**config.mk**
```make
export PLATFORM = sky130hd
export DESIGN_NAME = svn_front
export DESIGN_NICKNAME = d
export VERILOG_FILES = /design/src/svn_pkg.sv /design/src/svn_front.sv
export SDC_FILE = /design/constraint.sdc
export NUM_CORES = 1
export LEC_CHECK = 0
export ABC_AREA = 1
export BUFFER_PORTS_ARGS = -buffer_cell sky130_fd_sc_hd__buf_4
export CAP_MARGIN = 25
export CORE_ASPECT_RATIO = 0.8
export CORE_UTILIZATION = 45
export CTS_CLUSTER_DIAMETER = 30
export DETAILED_ROUTE_END_ITERATION = 10
export PLACE_DENSITY = 0.72
export SYNTH_ARGS = -nofsm -noshare
export SYNTH_HDL_FRONTEND = slang
export SYNTH_SLANG_ARGS = --single-unit
```
**constraint.sdc**
```tcl
create_clock -name clk -period 6.6 [get_ports clk]
set_input_delay 0.99 -clock clk [delete_from_list [all_inputs] [get_ports clk]]
set_output_delay 0.99 -clock clk [all_outputs]
set_load 0.02 [all_outputs]
```
**src/svn_pkg.sv**
```systemverilog
// ----------------------------------------------------------------------------
// svn_pkg: shared types and codes of the sector variance normalizer
// Item and result structs, command and register codes, sequencer states.
// ----------------------------------------------------------------------------
package svn_pkg;

  localparam logic [1:0] FUNC_ACCUM = 2'd0;
  localparam logic [1:0] FUNC_NORM  = 2'd1;
  localparam logic [1:0] FUNC_CLEAR = 2'd2;

  localparam logic [1:0] CFG_MEAN_TARGET = 2'd0;
  localparam logic [1:0] CFG_VAR_TARGET  = 2'd1;
  localparam logic [1:0] CFG_OUT_MODE    = 2'd2;
  localparam logic [1:0] CFG_MIX_SELECT  = 2'd3;

  localparam logic       MODE_NORM = 1'b0;
  localparam logic [1:0] MIX_FORCE = 2'd0;
  localparam logic [1:0] MIX_PLAIN = 2'd1;

  localparam logic KIND_PIXEL    = 1'b0;
  localparam logic KIND_VARIANCE = 1'b1;

  localparam logic [7:0]  MT_RESET  = 8'd50;
  localparam logic [15:0] VT_RESET  = 16'd50;
  localparam logic [25:0] FIXED_50  = 26'd12800;
  localparam logic [31:0] VAR_ONE   = 32'd65536;

  typedef struct packed {
    logic [1:0]         func;
    logic signed [15:0] pixel;
    logic [6:0]         sector;
  } svn_in_t;

  typedef struct packed {
    logic               reply_kind;
    logic signed [15:0] norm_value;
    logic [31:0]        variance_value;
  } svn_out_t;

  typedef struct packed {
    logic [7:0]  mean_target;
    logic [15:0] variance_target;
    logic        output_mode;
    logic [1:0]  mix_select;
  } svn_cfg_t;

  // classified item as it waits between front and back
  typedef struct packed {
    logic [1:0]         func;
    logic signed [15:0] pixel;
    logic [7:0]         idx;
    logic               in_range;
    logic               last2;
  } svn_job_t;

  typedef enum logic [3:0] {
    ST_IDLE, ST_LOAD, ST_MUL1, ST_MUL2, ST_MUL3, ST_NUM, ST_DIVM, ST_DIVV,
    ST_DIFF, ST_SQ1, ST_SQ2, ST_DIVT, ST_SQRT, ST_FINISH
  } svn_state_t;

endpackage

```
**src/svn_front.sv**
```systemverilog
// ----------------------------------------------------------------------------
// svn_front: command intake and job queue
// Classifies each item, drops those that do no work, queues the rest.
// ----------------------------------------------------------------------------
module svn_front #(
  parameter int SECTORS = 74
) (
  input  logic             clk,
  input  logic             rst,
  input  logic             start,
  output logic             busy,
  input  svn_pkg::svn_in_t item,
  output logic             q_valid,
  output svn_pkg::svn_job_t q_head,
  input  logic             q_pop
);

  svn_pkg::svn_job_t slot [2];
  logic       wr_ptr;
  logic       rd_ptr;
  logic [1:0] count;
  svn_pkg::svn_job_t job_in;
  logic       keep;
  logic       push;
  logic [7:0] sec8;

  always_comb begin
    sec8            = {1'b0, item.sector};
    job_in.func     = item.func;
    job_in.pixel    = item.pixel;
    job_in.idx      = sec8 - 8'd1;
    job_in.in_range = (sec8 != 8'd0) && (sec8 <= 8'(SECTORS));
    job_in.last2    = (sec8 == 8'(SECTORS - 1)) || (sec8 == 8'(SECTORS));
    keep = (item.func == svn_pkg::FUNC_NORM) || (item.func == svn_pkg::FUNC_CLEAR) ||
           ((item.func == svn_pkg::FUNC_ACCUM) && job_in.in_range);
  end

  assign busy    = (count == 2'd2);
  assign push    = start && !busy && keep;
  assign q_valid = (count != 2'd0);
  assign q_head  = slot[rd_ptr];

  always_ff @(posedge clk) begin
    if (push) begin
      slot[wr_ptr] <= job_in;
    end
  end

  always_ff @(posedge clk) begin
    if (rst) begin
      wr_ptr <= 1'b0;
      rd_ptr <= 1'b0;
      count  <= 2'd0;
    end else begin
      if (push) wr_ptr <= !wr_ptr;
      if (q_pop) rd_ptr <= !rd_ptr;
      count <= count + {1'b0, push} - {1'b0, q_pop};
    end
  end

endmodule

```
Word-level counts from Yosys, hierarchy flattened
Memory sizes are Yosys's and may differ from the RTL's. A register that Yosys moved wholly into a read port is not among the register bits.
Index checks and enable logic that the tools add are counted.
{ "totals": {"memories": 1, "reg_bits": 4, "ramBits": 56, "in_bits": 29} }
{ "mem_list": {"columns": ["memory", "depth", "word_bits", "read_ports", "rd_clocked_by_memory_dff", "write_ports", "line", "source"], "rows": [
  ["slot", 2, 28, 1, 1, 1, "svn_front.sv:18", "svn_pkg::svn_job_t slot [2];"]
]} }
{ "op_classes": {"order_cmp": 1, "n_reduce_logical": 13, "mux": 4, "add_sub_neg": 3, "eq_ne": 5} }
{ "ops": {"columns": ["op", "n"], "rows": [
  ["== test 7 bit (second input constant)", 2],
  ["subtractor 7 x 1 -> 8 bit (second input constant)", 1],
  ["less-or-equal comparator 7 bit (second input constant)", 1],
  ["nonzero test 7 bit", 1],
  ["== test 2 bit (second input constant)", 2],
  ["logical AND 1 bit", 4],
  ["2-to-1 mux 1 bit", 4],
  ["logical NOT 1 bit", 3],
  ["logical OR 1 bit", 3],
  ["adder 2 x 1 -> 2 bit", 1],
  ["== test 2 x 1 -> 1 bit (second input constant)", 1],
  ["logical NOT 2 bit", 1],
  ["nonzero test 2 bit", 1],
  ["subtractor 2 x 1 -> 2 bit", 1]
]} }

Logic depth before layout (Yosys ltp)
Gate-level depths: netlist (run 1).
{ "logic_depth": {"depth_word": 7, "mapped_depth": 15} }

Worst setup path after synthesis (run 1)
OpenSTA, ideal clock, no wires.
{ "synth_timing": {"path_kind": "input to register", "startpoint": "input item[0] (netlist bit)", "endpoint": "memory slot[0][0] (netlist bit) (enable)", "setup_time_ns": 0.413, "arrival_time_ns": 2.934, "slack_ns": 3.253, "stages": 10, "path_buffers": 0, "required_ns": 6.187, "cell_sequence": "inv_1 ha_1 inv_1 nor2_1 nand2_2 nand3_2 nand3_2 nand2_4 nand2_2 nor2_1"} }
{ "synth_between": {"elab_chain_cells": 7} }
{ "synth_lines": {"columns": ["item", "line", "source"], "rows": [
  ["start, declared", "svn_front.sv:12", "input svn_pkg::svn_in_t item,"],
  ["less-or-equal comparator 7 bit / nonzero test 7 bit (equally long branches)", "svn_front.sv:32", "job_in.in_range = (sec8 != 8'd0) && (sec8 <= 8'(SECTORS));"],
  ["logical AND 1 bit *", "svn_front.sv:32", null],
  ["logical AND 1 bit *", "svn_front.sv:35", "((item.func == svn_pkg::FUNC_ACCUM) && job_in.in_range);"],
  ["logical OR 1 bit *", "svn_front.sv:34", "keep = (item.func == svn_pkg::FUNC_NORM) || (item.func == svn_pkg::FUNC_CLEAR) ||"],
  ["logical AND 1 bit *", "svn_front.sv:39", "assign push = start && !busy && keep;"],
  ["2-to-1 mux 1 bit *", "svn_front.sv:44", "if (push) begin"],
  ["2-to-1 mux 1 bit (implied by the code) *", "svn_front.sv:45", "slot[wr_ptr] <= job_in;"],
  ["end, declared", "svn_front.sv:18", null]
]} }
Every way passes the cells marked *; elsewhere a longest branch is shown, timed or not.

Worst setup path after layout (run 1)
{ "layout_timing": {"startpoint": "input item[0] (netlist bit)", "endpoint": "register count[1]"} }
{ "layout_between": {"elab_chain_cells": 7} }
{ "layout_lines": {"columns": ["item", "line", "source"], "rows": [
  ["less-or-equal comparator 7 bit / nonzero test 7 bit (equally long branches)", "svn_front.sv:32", null],
  ["logical AND 1 bit *", "svn_front.sv:32", null],
  ["logical AND 1 bit *", "svn_front.sv:35", null],
  ["logical OR 1 bit *", "svn_front.sv:34", null],
  ["logical AND 1 bit *", "svn_front.sv:39", null],
  ["adder 2 x 1 -> 2 bit *", "svn_front.sv:57", "count <= count + {1'b0, push} - {1'b0, q_pop};"],
  ["subtractor 2 x 1 -> 2 bit *", "svn_front.sv:57", null],
  ["end signal, assigned", "svn_front.sv:57", null],
  ["end, declared", "svn_front.sv:21", "logic [1:0] count;"]
]} }
Marked as above.
A chain may end at the register's enable or synchronous reset.

==> impl_metrics.yaml, run 1 <==
status:
  run_status: "completed"
sta:
  grt_setup_unrepaired: "no"
  maxSlewViolCount: 0
  fmax_mhz: 390.7
  fin_crit_ns: 2.560
  slew_headroom_pct: 74.19
  tightestPinTransition_ns: 0.3871
  setup_viol: 0
  skew_ns: 0.006211
  fin_tns_setup_ns: 0
  hold_viol: 0
  fin_crit_sh_pct: 38.78
die:
  initial_core_util_pct: 46.66
  die_w_um: 86.16
  core_um2: 5465
  io_pins: 59
  die_h_um: 69.33
  row_count: 24
  die_area_um2: 5973
worst_setup_path:
  slowest_delay_ns: 0.27
  crit_chain: "buf_4 -> inv_1 -> ha_1 -> inv_1 -> nor2_1 -> nand2_2 -> nand3_2 -> nand3_2 -> nand2_4 -> nand2_2 -> ha_1 -> inv_1 -> ha_1 -> xnor2_1 -> o21ai_0 -> a21oi_1"
  crit_slowest_cell: "ha_1"
  cp.arrival_ns: 2.82
  r2r_end: "count[1]"
  r2r-start: "count[1]"
  critPathKind: "input port to flop"
  crit_fanout: 6
  path_buf_inv: 4
  r2r_slack_ns: 4.97
  end_kind: "flop"
  reg2reg_depth: 10
  crit_path_start_kind: "input port"
  crit_family: "adder cells"
  worstPathRequired_ns: 6.86
clock_tree:
  numCtsBuffers: 9
  clock-sinks: 61
  clock_path_buffers: 2
  htree_levels: 3
  post_cts_resized: 0
  clk_pin_slew_ns: 0.06
  cts_hold_buf: 0
  root_buffer: "clkbuf_8"
  insertion_delay_ns: 0.33
  post-cts-setup-buffers: 0
  cts_tree: "done"
final_layout:
  final_common_cell: "buf_4"
  design_area_um2: 3322
  layout.nets: 267
  final_core_util_pct: 60.78
  layout-area-overhead-vs-synth_pct: 30.27
  antenna_cells: 0
  most-common-layout-cells: "buf_4, edfxtp_1, mux2_1"
  drive_gt1_share_pct: 43.22
pwr:
  leakage_uw: 0.001322
  ir_drop_mv: 0.1513
  power_density_nw_per_um2: 292.9
  power_uw: 972.9
global_route:
  grt-ovfl-total: 0
  met3_usage_pct: 8.571
  globalRouteTotalUtil_pct: 14.99
  grt.met1_usage_pct: 17.52
  grt_pass1_vias: 1460
  grt_pass1_wl_mm: 6.458
  busiest_layer: "met2"
  antenna_found_initial: 0
  grt_use_met2_pct: 23.72
  grt_start_max_net_pins: 29
synthesis:
  yosys.area_share.simple_pct: 7.556
  synthAdderAreaFrac_pct: 3.435
  synthesis.instances: 162
  synth_cell_types: 26
  synth_top_family_by_area: "multiplexers"
  syn_avg_cell_area_um2: 15.74
  ys_seq_area_share_pct: 69.87
  synth_area_um2: 2550
  synth_mux_area_share_pct: 12.37
  yosys_register_bits: 61
  synth-compound-area-share_pct: 0.9323
  synth_warnings: 0
  synth_fp_nets: 198
  synth-xor-area-share_pct: 2.404
worst_hold_path:
  hp-start: "count[1]"
  min_path_type: "flop to flop"
  holdPathStages: 2
  worstHoldEndpoint: "count[1]"
flow_run:
  maxCapViolations: 0
drt:
  wl_per_cell_um: 13.24
  firstDrtPassIters: 4
  num_vias: 1424
  routed_wl_mm: 4.157
  drc: 0
  final_antenna_net_count: 0
  vias_per_cell: 4.535
  drt_iter0_drc: 68
placement:
  gp_congestion: 0.8061
  dp_hpwl_mm: 2.828
  placement.io_buffers: 58
  dpl_cell_area_um2: 3108
==> area by class of cell <==
class	instances	area, um^2
clock buffers	9	123.9
fillers	449	2143
flip-flops and latches	61	1782
clock inverters	7	90.09
multi-input cells	80	683.2
well taps	78	97.59
inverters	18	67.56
repair buffers	61	478.0
==> per-stage QoR <==
stage | hold slack, ns | setup WS (ns) | instances
after floorplan | 0.4397 | 3.253 | 162
after global placement | 0.4661 | 3.423 | 297
after detailed placement | 0.4768 | 3.702 | 298
after CTS | 0.4892 | 4.011 | 314
after global routing | 0.5208 | 3.895 | 314
final | 0.4939 | 4.040 | 314
==> synthesized netlist by cell type <==
cell type	instances	area, um^2
or2_2	1	6.260
xor2_1	5	43.79
nor2_4	2	22.52
nor2_2	1	6.260
buf_2	1	5.000
and2_1	1	6.260
xnor2_1	2	17.52
nand2_1	7	26.28
dfxtp_1	5	100.1
mux2_1	20	225.2
nor3_1	1	5.000
a21oi_1	1	5.000
nand2_4	1	11.26
nand3_1	2	10.01
inv_2	4	15.01
nand2_2	4	25.02
buf_4	2	15.01
a21oi_2	1	8.760
nor2_1	10	37.54
edfxtp_1	56	1682
nand3_2	3	30.03
inv_1	14	52.55
nand4_1	1	6.260
o21ai_0	2	10.01
mux2_2	8	90.09
ha_1	7	87.58
==> cell families after synthesis <==
group	Yosys count
DFF	61
muxes	28
and+or+nand+nor	34
adders and majority gates	7
xor gates and xnor gates	7
buffers and inverters	21
AOI/OAI and AO/OA	4
==> layer usage <==
layer / up-vias / routed length [um]
li1: 710 / -
met1: 660 / 1889
met2: 50 / 1945
met3: 4 / 289
met4: 0 / 32
met5: - / 0
==> report_power, final <==
part / switching [uW] / total [uW] / internal, uW
Clock: 140 / 350 / 210
Sequential: 7.10 / 461 / 454
Combinational: 90.6 / 162 / 71.6
==> worst max path at each step <==
stage | from | end | slack [ns] | cells after the start
floorplan | item[0] | slot[0][0] | 3.25 | 10
global placement | item[0] | slot[1][12] | 3.42 | 11
detailed placement | item[0] | count[1] | 3.70 | 16
CTS | flop | q_head[3] | 4.01 | 3
global route | item[0] | count[1] | 3.89 | 16
finish | item[0] | count[1] | 4.04 | 16
==> sequential cells by signal, indices dropped and copies added, names as in the netlist, named ones only <==
| signal | count |
|---|---|
| wr_ptr | 1 |
| slot | 56 |
| count | 2 |
| rd_ptr | 1 |
==> worst register-to-register path: cells and delay by family, from the launching register on <==
kind	cells	cell delay (ns)
simple gates	3	0.39
fa+ha+maj	2	0.37
flops	1	0.35
compound gates	2	0.22
buf+inv	2	0.11
xor+xnor	1	0.14
Note: power is estimated with default switching activity, not from simulation.
==> run 2: changes to the inputs <==
==> constraint.sdc (replaced) <==
create_clock -name clk -period 2.46 [get_ports clk]
set_input_delay 0.369 -clock clk [delete_from_list [all_inputs] [get_ports clk]]
set_output_delay 0.369 -clock clk [all_outputs]
set_load 0.02 [all_outputs]
==> run 2 against run 1 <==
Net effect: design area shrank 0.53%; clock skew increased by 0.0033 ns; count of clock-buffer cells in the layout unchanged; critical path depth fell by 13; setup slack worse by 3.6 ns; routed wire length down 1.6%; sequential share of layout area is 0.28 points higher; clock power rose by 130%; sequential power rose to 2.7 times the previous value; hold slack got worse by 0.27 ns; utilization is 0.32 points lower; register-to-register slack worse by 4.1 ns; critical path type is now flop to primary output; critical endpoint is now q_head[11]; largest power group unchanged.
==> impl_metrics.yaml, run 2 (same netlist as run 1, synthesis figures left out) <==
die:
  io_pins: 59
  die_area_um2: 5973
  die_h_um: 69.33
  die_w_um: 86.16
  row_count: 24
  initial_core_util_pct: 46.66
  core_um2: 5465
worst_setup_path:
  crit_chain: "buf_12 -> mux2_1 -> buf_4"
  critPathKind: "flop to primary output"
  reg2reg_depth: 10
  path_buf_inv: 2
  crit_fanout: 22
  cp.arrival_ns: 1.66
  r2r_slack_ns: 0.88
  r2r_end: "count[1]"
  crit_slowest_cell: "dfxtp_1"
  crit_path_start_kind: "flop"
  r2r-start: "count[1]"
  worstPathRequired_ns: 2.09
  slowest_delay_ns: 0.57
  end_kind: "primary output"
  crit_family: "flip-flops"
sta:
  skew_ns: 0.009528
  fin_crit_ns: 2.031
  grt_setup_unrepaired: "no"
  setup_slack_ns: 0.4294
  hold_viol: 0
  tightestPinTransition_ns: 0.4136
  fin_crit_sh_pct: 82.55
  slew_headroom_pct: 72.39
  setup_viol: 0
  fin_tns_setup_ns: 0
  maxSlewViolCount: 0
  fin_hold_ws_ns: 0.2289
  fmax_mhz: 492.5
final_layout:
  seqCellArea_um2: 1782
  most-common-layout-cells: "buf_4, edfxtp_1, mux2_1"
  final_cells: 313
  drive_gt1_share_pct: 43.40
  antenna_cells: 0
  final_common_cell: "buf_4"
  layout-area-overhead-vs-synth_pct: 29.59
  layout.nets: 267
  top_register: "slot"
  multi_input_area_um2: 683.2
  reg.largest.list: "slot (56), count (2)"
  largest_register_ffs: 56
  nFillCells: 448
clock_tree:
  numCtsBuffers: 9
  clk_pin_slew_ns: 0.06
  insertion_delay_ns: 0.33
  root_buffer: "clkbuf_8"
  htree_levels: 3
  cts_tree: "done"
  clock-sinks: 61
  clock_path_buffers: 2
  cts_hold_buf: 0
  post_cts_resized: 0
  post-cts-setup-buffers: 0
worst_hold_path:
  min_path_type: "input port to flop"
  holdPathStages: 1
  worstHoldEndpoint: "slot[1][13]"
  hp-start: "item[10]"
pwr:
  leakage_uw: 0.001317
  power_uw: 2481
  power_density_nw_per_um2: 750.8
  ir_drop_mv: 0.5081
drt:
  drc: 0
  num_vias: 1413
  routed_wl_mm: 4.090
  wl_per_cell_um: 13.07
  final_antenna_net_count: 0
  drt_iter0_drc: 39
  firstDrtPassIters: 4
  vias_per_cell: 4.514
status:
  run_status: "completed"
global_route:
  grt-ovfl-total: 0
  grt_pass1_vias: 1397
  grt_start_max_net_pins: 27
  antenna_found_initial: 0
  globalRouteTotalUtil_pct: 14.85
  grt_pass1_wl_mm: 6.479
flow_run:
  maxCapViolations: 0
placement:
  gp_congestion: 0.7728
  dp_hpwl_mm: 2.791
  place_ws_ns: 0.2254
  dp_cells: 298
  placement.io_buffers: 58
==> run 2: cell types whose count changed in the layout (fill, tap and decap cells not counted), sizes merged <==
cell	change
clkinv	+1
bufinv	-1
clkinvlp	-1
==> run 2: worst register-to-register path, stage by stage, from the launching register on <==
cell and delay [ns]:
dfxtp_1 0.34, inv_2 0.05, nor2_1 0.22, nor2_4 0.07, nand2_2 0.09, ha_1 0.22
inv_1 0.06, ha_1 0.14, xnor2_1 0.13, o21ai_0 0.09, a21oi_1 0.11
==> run 2: per-layer routing <==
metal / up-vias / share of wire (%) / GRT usage (%)
met5: - / 0 / 0
met4: 0 / 0.15 / 3.333
met3: 2 / 5.6 / 7.976
met2: 45 / 47 / 22.31
met1: 659 / 47 / 19.01
li1: 707 / - / -
==> run 2: how the worst max path moves through the flow <==
stage                  from  cells after the start          to
floorplan           item[0]                     10  slot[0][0]
global placement    item[0]                     16    count[1]
detailed placement  item[0]                     16    count[1]
CTS                    flop                      3  q_head[11]
global route           flop                      3  q_head[11]
finish                 flop                      3  q_head[11]
==> run 2: final cells by class <==
type	count	area share, %
clock buffer	9	3.749
timing repair buffer	61	14.99
clock inverter	6	1.666
sequential	61	53.92
tap	78	2.953
inverter	18	2.045
multi-input combinational	80	20.67
==> run 2: power by group <==
| group | switching [uW] | internal, uW |
|---|---|---|
| Clock | 350 | 452 |
| Combinational | 238 | 201 |
| Sequential | 23.5 | 1220 |
==> run 2: metrics by stage <==
step	util (%)	area, um^2
3_5_place_dp	57.19	3126
6_report	60.46	3304
3_3_place_gp	57.19	3126
4_1_cts	60.46	3304
2_1_floorplan	-	2552
5_1_grt	60.46	3304
==> run 3: changes to the inputs <==
==> constraint.sdc (replaced) <==
create_clock -name clk -period 1.91 [get_ports clk]
set_input_delay 0.2865 -clock clk [delete_from_list [all_inputs] [get_ports clk]]
set_output_delay 0.2865 -clock clk [all_outputs]
set_load 0.02 [all_outputs]
==> run 3 against run 2 <==
Net effect: design area increased by 3.7%; setup slack got worse by 0.23 ns; utilization increased by 2.2 points; count of clock-buffer cells in the layout increased by 1; non-clock buffer count increased by 10; clock power increased by 46%; sequential share of layout area decreased by 1.9 points; global-route usage increased by 0.89 points; sequential power increased by 28%; clock skew decreased by 0.0075 ns; largest cell class unchanged; largest power group unchanged.
==> impl_metrics.yaml, run 3 (same netlist as run 1, synthesis figures left out) <==
clock_tree:
  post-cts-setup-buffers: 0
  root_buffer: "clkbuf_8"
  cts_tree: "done"
  clk_pin_slew_ns: 0.06
  numCtsBuffers: 9
  clock_path_buffers: 2
  htree_levels: 3
  post_cts_resized: 0
  insertion_delay_ns: 0.32
  clock-sinks: 61
  cts_hold_buf: 0
worst_setup_path:
  crit_fanout: 17
  crit_path_start_kind: "flop"
  slowest_delay_ns: 0.36
  crit_slowest_cell: "mux2_1"
  crit_path_frequent_cell: "buf_4"
  critPathKind: "flop to primary output"
  worstPathRequired_ns: 1.62
  end_kind: "primary output"
  crit_chain: "buf_4 -> mux2_1 -> buf_4"
  r2r_slack_ns: 0.26
  cp.arrival_ns: 1.43
final_layout:
  top_register: "slot"
  largest_register_ffs: 56
  final_core_util_pct: 62.71
  reg.largest.list: "slot (56), count (2)"
  final_cells: 324
  antenna_cells: 0
  drive_gt1_share_pct: 45.53
  final_common_cell: "buf_4"
  most-common-layout-cells: "buf_4, edfxtp_1, mux2_1"
  layout-area-overhead-vs-synth_pct: 34.40
  layout.nets: 277
drt:
  num_vias: 1483
  drt_iter0_drc: 44
  wl_per_cell_um: 13.19
  final_antenna_net_count: 0
  firstDrtPassIters: 4
  routed_wl_mm: 4.273
  drc: 0
  vias_per_cell: 4.577
sta:
  setup_slack_ns: 0.1945
  setup_viol: 0
  fin_crit_sh_pct: 89.82
  fmax_mhz: 582.9
  tightestPinTransition_ns: 0.2546
  maxSlewViolCount: 0
  hold_viol: 0
  skew_ns: 0.002064
  grt_setup_unrepaired: "no"
  slew_headroom_pct: 82.96
  fin_crit_ns: 1.716
global_route:
  antenna_found_initial: 0
  grt.met1_usage_pct: 19.21
  met3_usage_pct: 6.786
  globalRouteTotalUtil_pct: 15.74
  busiest_layer: "met2"
  grt_use_met2_pct: 25.22
  grt_start_max_net_pins: 18
  grt_pass1_vias: 1540
  grt_pass1_wl_mm: 6.920
  grt-ovfl-total: 0
pwr:
  p_sw_share_pct: 23.60
  power_frac_seq_pct: 47.3
  power_frac_clock_pct: 34.7
  p_switching_uw: 794.6
  power_density_nw_per_um2: 982.4
  leakage_uw: 0.001365
  power_frac_comb_pct: 18.0
  ir_drop_mv: 0.4959
  internal-power_uw: 2572
placement:
  gp_congestion: 0.8161
  dp_hpwl_mm: 3.057
  place_ws_ns: -0.1350
  placement.io_buffers: 58
  dp_cells: 308
die:
  row_count: 24
  die_area_um2: 5973
  die_w_um: 86.16
  die_h_um: 69.33
  initial_core_util_pct: 46.66
  io_pins: 59
  core_um2: 5465
flow_run:
  maxCapViolations: 0
worst_hold_path:
  min_path_type: "input port to flop"
status:
  run_status: "completed"
-- run 3: cell count changes in the layout (fill, tap and decap cells not counted), sizes merged --
cell      delta
inv          -1
bufinv       +1
clkinvlp     +1
buf         +10
clkinv       -1
clkbuf       +1
-- run 3: final timing paths --
kind | from | to | cells past startpoint
hold / removal | item[9] | slot[1][12] | 1
setup reg to reg | count[1] | count[1] | 10
hold reg to reg | count[1] | count[1] | 2
setup / recovery | flop | q_head[14] | 3
-- run 3: final cells by class --
| type | count | area (um^2) |
|---|---|---|
| multi-input combinational | 80 | 688.2 |
| clock inverter | 6 | 77.57 |
| fill | 454 | 2038 |
| tap | 78 | 97.59 |
| timing repair buffer | 71 | 583.1 |
| clock buffer | 10 | 127.6 |
| sequential | 61 | 1782 |
| inverter | 18 | 71.32 |
-- run 3: metal layers --
metal | share of wire [%] | wire (um)
met1 | 47 | 2003
met2 | 46 | 1979
met3 | 5.7 | 242
met4 | 1.1 | 48
met5 | 0 | 0
-- run 3: stage by stage --
| step | total power (uW) | area (um^2) | hold WS [ns] | TNS [ns] |
|---|---|---|---|---|
| global route | 3515 | 3427 | 0.1175 | 0 |
| floorplan | 1952 | 2561 | 0.3577 | 0 |
| CTS | 3416 | 3427 | 0.1244 | 0 |
| global placement | 2224 | 3222 | 0.4664 | -0.06286 |
| finish | 3367 | 3427 | 0.1453 | 0 |
| detailed placement | 2234 | 3222 | 0.4634 | -0.1350 |
-- run 3: critical path, delay by kind of cell (launching register included) --
kind / cells / cell delay [ns]
DFF: 1 / 0.33
muxes: 1 / 0.36
buffers and inverters: 2 / 0.41
-- run 3: power by group through the flow --
stage / Sequential (uW) / Clock (uW) / Combinational (uW)
after floorplan: 1610 / 0 / 337
after CTS: 1590 / 1210 / 616
final: 1590 / 1170 / 605
after global placement: 1620 / 0 / 606
after detailed placement: 1620 / 0 / 612
after global routing: 1600 / 1260 / 655
